## config.mk

```make
export PLATFORM = sky130hd
export DESIGN_NAME = trs_alu
export DESIGN_NICKNAME = d
export VERILOG_FILES = /design/src/design/toy_risc_instruction_step_assert.svh /design/src/design/trs_pkg.sv /design/src/design/trs_alu.sv
export SDC_FILE = /design/constraint.sdc
export NUM_CORES = 1
export LEC_CHECK = 0
export BUFFER_PORTS_ARGS = -buffer_cell sky130_fd_sc_hd__buf_2
export CAP_MARGIN = 20
export CORE_MARGIN = 2
export CORE_UTILIZATION = 45
export DETAILED_ROUTE_END_ITERATION = 7
export GPL_ROUTABILITY_DRIVEN = 0
export PLACE_DENSITY = 0.69
export SYNTH_ARGS = -nofsm -noshare
export SYNTH_HDL_FRONTEND = slang
export SYNTH_SLANG_ARGS = --single-unit
```

## constraint.sdc

```tcl
create_clock -name vclk -period 14.2
set_input_delay 2.84 -clock vclk [all_inputs]
set_output_delay 2.84 -clock vclk [all_outputs]
set_load 0.02 [all_outputs]
```

## src/design/toy_risc_instruction_step_assert.svh

```systemverilog
// ----------------------------------------------------------------------------
// Assertion macros for the toy RISC step block
// Short forms for same-cycle and next-cycle implications on the block clock.
// ----------------------------------------------------------------------------
`ifndef TOY_RISC_INSTRUCTION_STEP_ASSERT_SVH
`define TOY_RISC_INSTRUCTION_STEP_ASSERT_SVH

// The consequent must hold in the same cycle as the antecedent.
`define TRS_ASSERT_SAME(label, clk, rst, ante, cons, msg) \
   label: assert property (@(posedge clk) disable iff (rst) (ante) |-> (cons)) \
      else $error(msg);

// The consequent must hold in the cycle after the antecedent.
`define TRS_ASSERT_NEXT(label, clk, rst, ante, cons, msg) \
   label: assert property (@(posedge clk) disable iff (rst) (ante) |=> (cons)) \
      else $error(msg);

`endif

```

## src/design/trs_pkg.sv

```systemverilog
// ----------------------------------------------------------------------------
// trs_pkg
// Types and constants shared by the toy RISC step block and its units.
// ----------------------------------------------------------------------------
package trs_pkg;

   typedef enum logic [3:0] {
      S_CLEAR,
      S_IDLE,
      S_DISPATCH,
      S_REGCAP,
      S_DECODE,
      S_EXEC,
      S_MEM,
      S_LDWB,
      S_RESP
   } state_type;

   typedef enum logic [2:0] {
      ALU_ADD,
      ALU_SUB,
      ALU_MUL,
      ALU_AND,
      ALU_OR
   } alu_op_type;

   typedef struct packed {
      logic rd_en;
      logic wr_en;
      logic clr_en;
   } mem_ctl_type;

   // Item opcodes.
   localparam logic [1:0] ITEM_WRITE = 2'd0;
   localparam logic [1:0] ITEM_EXEC  = 2'd1;
   localparam logic [1:0] ITEM_READ  = 2'd2;

   // Instruction opcodes.
   localparam logic [5:0] OP_NOP  = 6'h00;
   localparam logic [5:0] OP_ADDI = 6'h14;
   localparam logic [5:0] OP_ADD  = 6'h10;
   localparam logic [5:0] OP_SUB  = 6'h08;
   localparam logic [5:0] OP_MUL  = 6'h0C;
   localparam logic [5:0] OP_ANDI = 6'h04;
   localparam logic [5:0] OP_ORI  = 6'h0A;
   localparam logic [5:0] OP_BEQ  = 6'h02;
   localparam logic [5:0] OP_BNE  = 6'h03;
   localparam logic [5:0] OP_LW   = 6'h20;
   localparam logic [5:0] OP_SW   = 6'h28;
   localparam logic [5:0] OP_HALT = 6'h3F;

   // Result status codes.
   localparam logic [2:0] ST_OK      = 3'd0;
   localparam logic [2:0] ST_HALT    = 3'd1;
   localparam logic [2:0] ST_BADOP   = 3'd2;
   localparam logic [2:0] ST_LOADB   = 3'd3;
   localparam logic [2:0] ST_STOREB  = 3'd4;
   localparam logic [2:0] ST_FETCHB  = 3'd5;
   localparam logic [2:0] ST_STOPPED = 3'd6;

   localparam logic [31:0] PC_STEP = 32'd4;

endpackage

```

## src/design/trs_alu.sv

```systemverilog
// ----------------------------------------------------------------------------
// trs_alu
// Shared arithmetic unit: add, subtract, low-word multiply, and, or.
// ----------------------------------------------------------------------------
module trs_alu (
   input  trs_pkg::alu_op_type op,
   input  logic [31:0]         a,
   input  logic [31:0]         b,
   output logic [31:0]         y
);
   import trs_pkg::*;

   always_comb begin
      case (op)
         ALU_ADD: y = a + b;
         ALU_SUB: y = a - b;
         ALU_MUL: y = a * b;
         ALU_AND: y = a & b;
         ALU_OR:  y = a | b;
         default: y = a + b;
      endcase
   end

endmodule

```

==> metrics, run 1 <==
Die X 209 um; Vias per Instance 5.75; total grt overflow 0; Worst Path Required 11.36 ns; DR pass1 iterations 6; number of global-route vias before repair 16,800; Seq cells 0; Max Cap Viol 0; io pins 99; Startpoint Class primary input; Critical Path Fanout Max 22; worst setup path end y[27]; Total Wirelength 60,900 um; height of the die 209 um; dominant cells by area after synthesis fa_1 43%, ha_1 10%, and2_1 9.5%; via count 16,000; HP Class primary input to output port; Resize count post-CTS 0; clock buffers 0; Post-Syn Nets 2,879; Final ANT Viol Nets 0; Initial Utilization 45.3%; area of the core 41,800 sq um; Layout Cells excl Fill 2,783; Worst Tran Pin Value 0.894 ns; Setup TNS 0 ns; share of cells above drive strength 1 6.42%; # setup viols final 0; hpwl dp 48,100 um; average size of a mapped cell 8.42 sq um; IO buf count 99; Slew Limit Fails 0; largest net degree at the start of global routing 49; Hold Fails Final Rpt 0; initial antenna violation count 5; Tot GR Track Use 28.6%; period utilisation layout 94.4%; # fillers 3,960; Mapped Area 18,900 sq um; Syn Inst Count 2,246; CP Class primary input to output port; DP Cell Count 2,781; nets 2,877; Post-CTS Setup Inserts 0; top layer in use met5; die area 43,700 sq um; Core Rows 75; unrepaired setup endpoints after global routing false; top-area cell type share of the netlist area 43.3%; met2 wire length 26,200 um; Worst EP arrival 10.56 ns; met3 WL 6810 um; Worst setup startpoint a[7]; run status finished, final reports clean; Tmin final 13.40 ns; Yosys warnings 0; WL met1 24,600 um; cts hold-fix bufs 0; Storage cell area 0 sq um; Yosys cell types 66; WL/cell 21.9 um; Setup crit end kind output port; first-pass GRT wire length 96,200 um; First DRT Iteration DRCs 1,370; largest area contributor in the netlist fa_1; DRC 0; Syn-to-layout area delta 4.56%; fmax 0.0746 GHz; register area share after synthesis 0%; Relative slew margins 40.4%
layer usage:
layer,vias to the layer above,global-route usage [%]
li1,6880,-
met1,7968,39.5
met2,953,43.8
met3,194,5.74
met4,6,12.4
met5,-,0
cell usage in the layout, fill, tap and decap left out, types with 5 or more instances in the layout:
cell type  netlist  layout
a211oi_1         9       9
nor4_1           5       5
mux2i_1          8       8
or2_2            5       5
fa_1           409     409
buf_2            3      99
a221oi_1         8       8
o211ai_1         5       5
and2_1         286     286
o22ai_1         12      12
ha_1           157     157
a21o_1          29      29
buf_4            0      25
inv_1          395     395
xnor2_1         86      86
o21ai_0         64      64
and3_1           8       8
o21a_1           7       7
xor2_1          48      48
nand3_1          9       9
nand2b_1        15      15
nor3_1          15      15
or3_1            7       7
nor2b_1         10      10
nand2_1        272     272
nor2_1          95      95
o31ai_1         12      12
a21oi_1         69      69
through the flow:
step	setup slack, ns	util [%]	instance area, sq um	hold WS [ns]
2_1_floorplan	1.73	-	18900	5.88
3_3_place_gp	1.07	47.4	19800	6.10
3_5_place_dp	0.994	47.4	19800	6.12
4_1_cts	0.932	47.4	19800	6.12
5_1_grt	0.457	47.4	19800	6.15
6_report	0.796	47.4	19800	6.12
Yosys cell counts, types with 3 or more instances:
cell	instances
o211ai_1	5
and2_1	286
nor4b_1	4
xor2_1	48
nor2_1	95
a211oi_1	9
o21ai_0	64
a21o_1	29
o21bai_1	4
a22oi_1	3
nand2b_1	15
xnor2_1	86
o221a_2	4
fa_1	409
ha_1	157
a2bb2oi_1	3
nand3b_1	3
or2_2	5
a21oi_1	69
o311a_1	3
nor4_1	5
inv_1	395
clkbuf_1	120
or3_1	7
o22ai_1	12
nand3_1	9
a221oi_1	8
o31ai_1	12
a222oi_1	4
buf_1	3
nand2_1	272
o21a_1	7
nand4_1	4
or3_4	4
nor3_1	15
mux2i_1	8
nor2b_1	10
and3_1	8
a31oi_1	4
buf_2	3
kinds of logic after synthesis:
kind of cell	Yosys count	share of synthesized area [%]
AOI/OAI and AO/OA	267	9.21
xor gates and xnor gates	134	6.20
adders and majority gates	566	53.7
buffers and inverters	523	10.5
muxes	10	0.542
and+or+nand+nor	746	19.9
area by class of cell:
cell class / instances / area, sq um / share of cell area, %
multi-input combinational: 1723 / 16900 / 85.6
inverter: 395 / 1480 / 7.50
timing repair buffer: 124 / 683 / 3.45
antenna: 2 / 5.00 / 0.0253
tap: 539 / 674 / 3.41
worst max-delay path, cell delays in order:
cell and delay [ns]:
buf_2 0.62, nand2_1 0.18, fa_1 0.42, inv_1 0.08, fa_1 0.44, fa_1 0.52, inv_1 0.06, fa_1 0.47
inv_1 0.05, fa_1 0.51, inv_1 0.06, fa_1 0.53, inv_1 0.05, fa_1 0.50, fa_1 0.43, ha_1 0.38
nand2_1 0.09, o21ai_0 0.09, o41ai_1 0.56, o21ai_0 0.40, a221oi_1 0.48, xnor2_1 0.12, a221oi_1 0.28, o21ai_0 0.16
buf_2 0.21
worst min path at each step:
stage,startpoint,endpoint,slack (ns),depth (start not counted)
after floorplan,op[2],y[1],5.88,2
after global placement,op[1],y[0],6.10,3
after detailed placement,op[1],y[0],6.12,3
after CTS,op[1],y[0],6.12,3
after global routing,op[1],y[0],6.15,3
final,op[1],y[0],6.12,4
Power of run 1 is not shown: default switching activity piles up to over one toggle a cycle in this logic, so the estimate is an artifact.
==> run 2, diff against run 1 <==
Settings changed: CORE_UTILIZATION 45 to 25, PLACE_DENSITY 0.69 to 0.46.
==> metrics, run 2 (synthesis results as in run 1) <==
Total Wirelength 69,700 um (was 60,900 um); Relative slew margins 35.3% (was 40.4%); First DRT Iteration DRCs 1,222 (was 1,370); Worst setup startpoint b[3] (was a[7]); total grt overflow 0 (unchanged); Worst EP arrival 10.58 ns (was 10.56 ns); first-pass GRT wire length 107,000 um (was 96,200 um); Initial Utilization 25.3% (was 45.3%); DRC 0 (unchanged); Core Rows 100 (was 75); critical path's largest stage delay 0.56 ns (was 0.62 ns); HP Class primary input to output port (unchanged); Tmin final 13.42 ns (was 13.40 ns); Seq cells 0 (unchanged); Vias per Instance 4.85 (was 5.75); Slew Limit Fails 0 (unchanged); area of the core 74,700 sq um (was 41,800 sq um); cell repeated most along the worst path fa_1 (unchanged); unrepaired setup endpoints after global routing false (unchanged); Finished Cell Area 20,400 sq um (was 19,800 sq um); hpwl dp 56,600 um (was 48,100 um); largest net degree at the start of global routing 49 (unchanged); io pins 99 (unchanged); CP Depth 25 (unchanged); via count 15,600 (was 16,000); CP max-delay cell fa_1 (was buf_2); Hold Fails Final Rpt 0 (unchanged); Critical Path Fanout Max 18 (was 22); leading cell type in the layout, fill and taps excluded fa_1 (unchanged); height of the die 279 um (was 209 um); Syn-to-layout area delta 7.84% (was 4.56%); period utilisation layout 94.5% (was 94.4%); Storage cell area 0 sq um (unchanged); IO buf count 99 (unchanged); Worst Tran Pin Value 0.969 ns (was 0.894 ns); clock buffers 0 (unchanged); DP Cell Count 3,222 (was 2,781); Layout Cells excl Fill 3,224 (was 2,783); CP Class primary input to output port (unchanged); Post-CTS Setup Inserts 0 (unchanged); DR pass1 iterations 6 (unchanged); WL/cell 21.6 um (was 21.9 um); Worst Path Required 11.36 ns (about the same); setup slack at placement 0.945 ns (was 0.994 ns); Max Cap Viol 0 (unchanged); Buf/Inv on CP 7 (unchanged); most frequent cells in the layout 409 x fa_1, 395 x inv_1, 286 x and2_1, 272 x nand2_1, 157 x ha_1 (unchanged); Tot GR Track Use 18.2% (was 28.6%); die area 77,900 sq um (was 43,700 sq um); share of cells above drive strength 1 6.88% (was 6.42%); min setup slack post-route 0.780 ns (was 0.796 ns); initial antenna violation count 6 (was 5); Startpoint Class primary input (unchanged); run status finished, final reports clean (unchanged); Resize count post-CTS 0 (unchanged); Final ANT Viol Nets 0 (unchanged); Die X 279 um (was 209 um); fmax 0.0745 GHz (was 0.0746 GHz); cts hold-fix bufs 0 (unchanged); dpl cell area 20,400 sq um (was 19,800 sq um); Setup TNS 0 ns (unchanged); worst setup path end y[27] (unchanged); CP delay by family, top adder cells (unchanged); Setup crit end kind output port (unchanged); nets 2,888 (was 2,877); number of global-route vias before repair 16,900 (was 16,800); # setup viols final 0 (unchanged)
==> run 2: final cells by class <==
type	instances	area (sq um)
multi-input combinational	1723	16900
inverter	395	1480
tap	969	1210
antenna	2	5.00
fill	8031	54300
timing repair buffer	135	766
==> run 2: worst min-delay path, cell delays in order <==
cell and delay [ns]:
buf_2 0.16, nand2_1 0.07, o21ai_0 0.08, buf_2 0.17
==> run 2: how the worst min path moves through the flow <==
stage	start	end	slack (ns)	depth (start not counted)
6_report	op[1]	y[0]	6.16	4
5_1_grt	op[1]	y[0]	6.20	4
4_1_cts	op[1]	y[0]	6.17	4
3_5_place_dp	op[1]	y[0]	6.17	4
3_3_place_gp	b[31]	y[31]	6.18	4
2_1_floorplan	op[2]	y[1]	5.88	2
==> run 2: metal layers <==
metal | up-vias | wire, um | GRT usage [%] | share of wire [%]
met5 | - | 61 | 0 | 0.087
met4 | 10 | 2020 | 4.18 | 2.9
met3 | 102 | 5610 | 3.77 | 8.0
met2 | 605 | 30800 | 28.9 | 44
met1 | 8010 | 31300 | 25.3 | 45
li1 | 6900 | - | - | -
==> run 2: per-stage QoR <==
step / util, % / hold WS, ns
final: 27.3 / 6.16
after floorplan: - / 5.88
after CTS: 27.3 / 6.17
after global routing: 27.3 / 6.20
after detailed placement: 27.3 / 6.17
after global placement: 27.3 / 6.18
==> run 3, diff against run 2 <==
Settings changed: GPL_TIMING_DRIVEN from default to 0.
==> metrics, run 3 (synthesis results as in run 1) <==
run status finished, final reports clean (unchanged); Slew Limit Fails 0 (unchanged); WL/cell 24.9 um (was 21.6 um); Total Wirelength 82,400 um (was 69,700 um); IO buf count 90 (was 99); Seq cells 0 (unchanged); largest net degree at the start of global routing 20 (was 49); hpwl dp 68,500 um (was 56,600 um); first-pass GRT wire length 122,000 um (was 107,000 um); Post-CTS Setup Inserts 0 (unchanged); Vias per Instance 5.03 (was 4.85); DRC 0 (unchanged); setup slack at placement -0.736 ns (was 0.945 ns); Worst EP arrival 11.07 ns (was 10.58 ns); Critical Path Fanout Max 10 (was 18); HP Class primary input to output port (unchanged); period utilisation layout 98.0% (was 94.5%); total grt overflow 0 (unchanged); Worst Path Required 11.36 ns (about the same); fmax 0.0719 GHz (was 0.0745 GHz); most frequent cells in the layout 409 x fa_1, 395 x inv_1, 286 x and2_1, 272 x nand2_1, 157 x ha_1 (unchanged); dpl cell area 20,700 sq um (was 20,400 sq um); Syn-to-layout area delta 9.59% (was 7.84%); First DRT Iteration DRCs 1,619 (was 1,222); height of the die 279 um (unchanged); Die X 279 um (unchanged); Storage cell area 0 sq um (unchanged); unrepaired setup endpoints after global routing false (unchanged); leading cell type in the layout, fill and taps excluded fa_1 (unchanged); Initial Utilization 25.3% (unchanged); Hold Fails Final Rpt 0 (unchanged); clock buffers 0 (unchanged); Worst Tran Pin Value 1.18 ns (was 0.969 ns); CP Class primary input to output port (unchanged); critical path's largest stage delay 0.61 ns (was 0.56 ns); depth of the worst hold-timing path 4 (unchanged); area of the core 74,700 sq um (unchanged); Buf/Inv on CP 6 (was 7); Tot GR Track Use 21.3% (was 18.2%); CP max-delay cell clkbuf_1 (was fa_1); min setup slack post-route 0.290 ns (was 0.780 ns); Tmin final 13.91 ns (was 13.42 ns); io pins 99 (unchanged); initial antenna violation count 11 (was 6); multi-input logic area 16,900 sq um (about the same); die area 77,900 sq um (unchanged); Startpoint Class primary input (unchanged); Core Rows 100 (unchanged); cell repeated most along the worst path fa_1 (unchanged); share of cells above drive strength 1 6.09% (was 6.88%); CP Depth 26 (was 25); # fillers 8,073 (was 8,031); Finished Cell Area 20,700 sq um (was 20,400 sq um); Max Cap Viol 0 (unchanged); Final ANT Viol Nets 0 (unchanged); Setup TNS 0 ns (unchanged); CP delay by family, top adder cells (unchanged); # setup viols final 0 (unchanged); Relative slew margins 21.0% (was 35.3%); number of global-route vias before repair 17,800 (was 16,900); nets 2,968 (was 2,888); Final Util 27.8% (was 27.3%); Setup crit end kind output port (unchanged); DR pass1 iterations 5 (was 6); via count 16,600 (was 15,600)
[run 3: cell count changes in the layout (fill, tap and decap cells not counted)]
cell / change
a221oi_1: -1
a221oi_2: +1
buf_1: +2
buf_16: +2
buf_2: -6
buf_4: -36
buf_6: +3
buf_8: +6
clkbuf_1: +92
clkbuf_2: +17
diode_2: +3
o21ai_0: -1
o21ai_1: +1
[run 3: path summary, 6_finish.rpt]
| check | startpoint | to | slack [ns] |
|---|---|---|---|
| max | a[16] | y[31] | 0.29 |
| min | op[2] | y[1] | 6.20 |
[run 3: tightest hold or removal path, cell delays in order]
cell and delay [ns]:
buf_2 0.14, a21oi_1 0.16, a21oi_1 0.05, buf_2 0.16
[run 3: per-layer routing]
layer | vias up | routed length, um | GRT usage (%)
met2 | 844 | 36800 | 34.1
met4 | 0 | 3840 | 7.62
li1 | 7075 | - | -
met5 | - | 0 | 0
met3 | 167 | 6040 | 1.89
met1 | 8539 | 35700 | 29.8
[run 3: what timing repair did]
| item | in CTS | in global routing |
|---|---|---|
| resized for setup | 7 | 26 |
| cloned | 0 | 0 |
| setup endpoints to repair | 11 | 9 |
| hold buffers | 0 | 0 |
[run 3: per-stage QoR]
stage | cells | hold slack, ns
after global placement | 3305 | 6.17
after CTS | 3306 | 6.19
after detailed placement | 3313 | 6.18
after global routing | 3302 | 6.22
after floorplan | 2246 | 5.88
final | 3307 | 6.20
[run 3: area by class of cell]
type / instances / area share, %
plain buffers: 116 / 2.29
multi-input cells: 1723 / 81.7
repair buffers: 99 / 2.93
diodes: 5 / 0.0604
well taps: 969 / 5.85
inverters: 395 / 7.15
Power of run 3 is left out for the same reason.
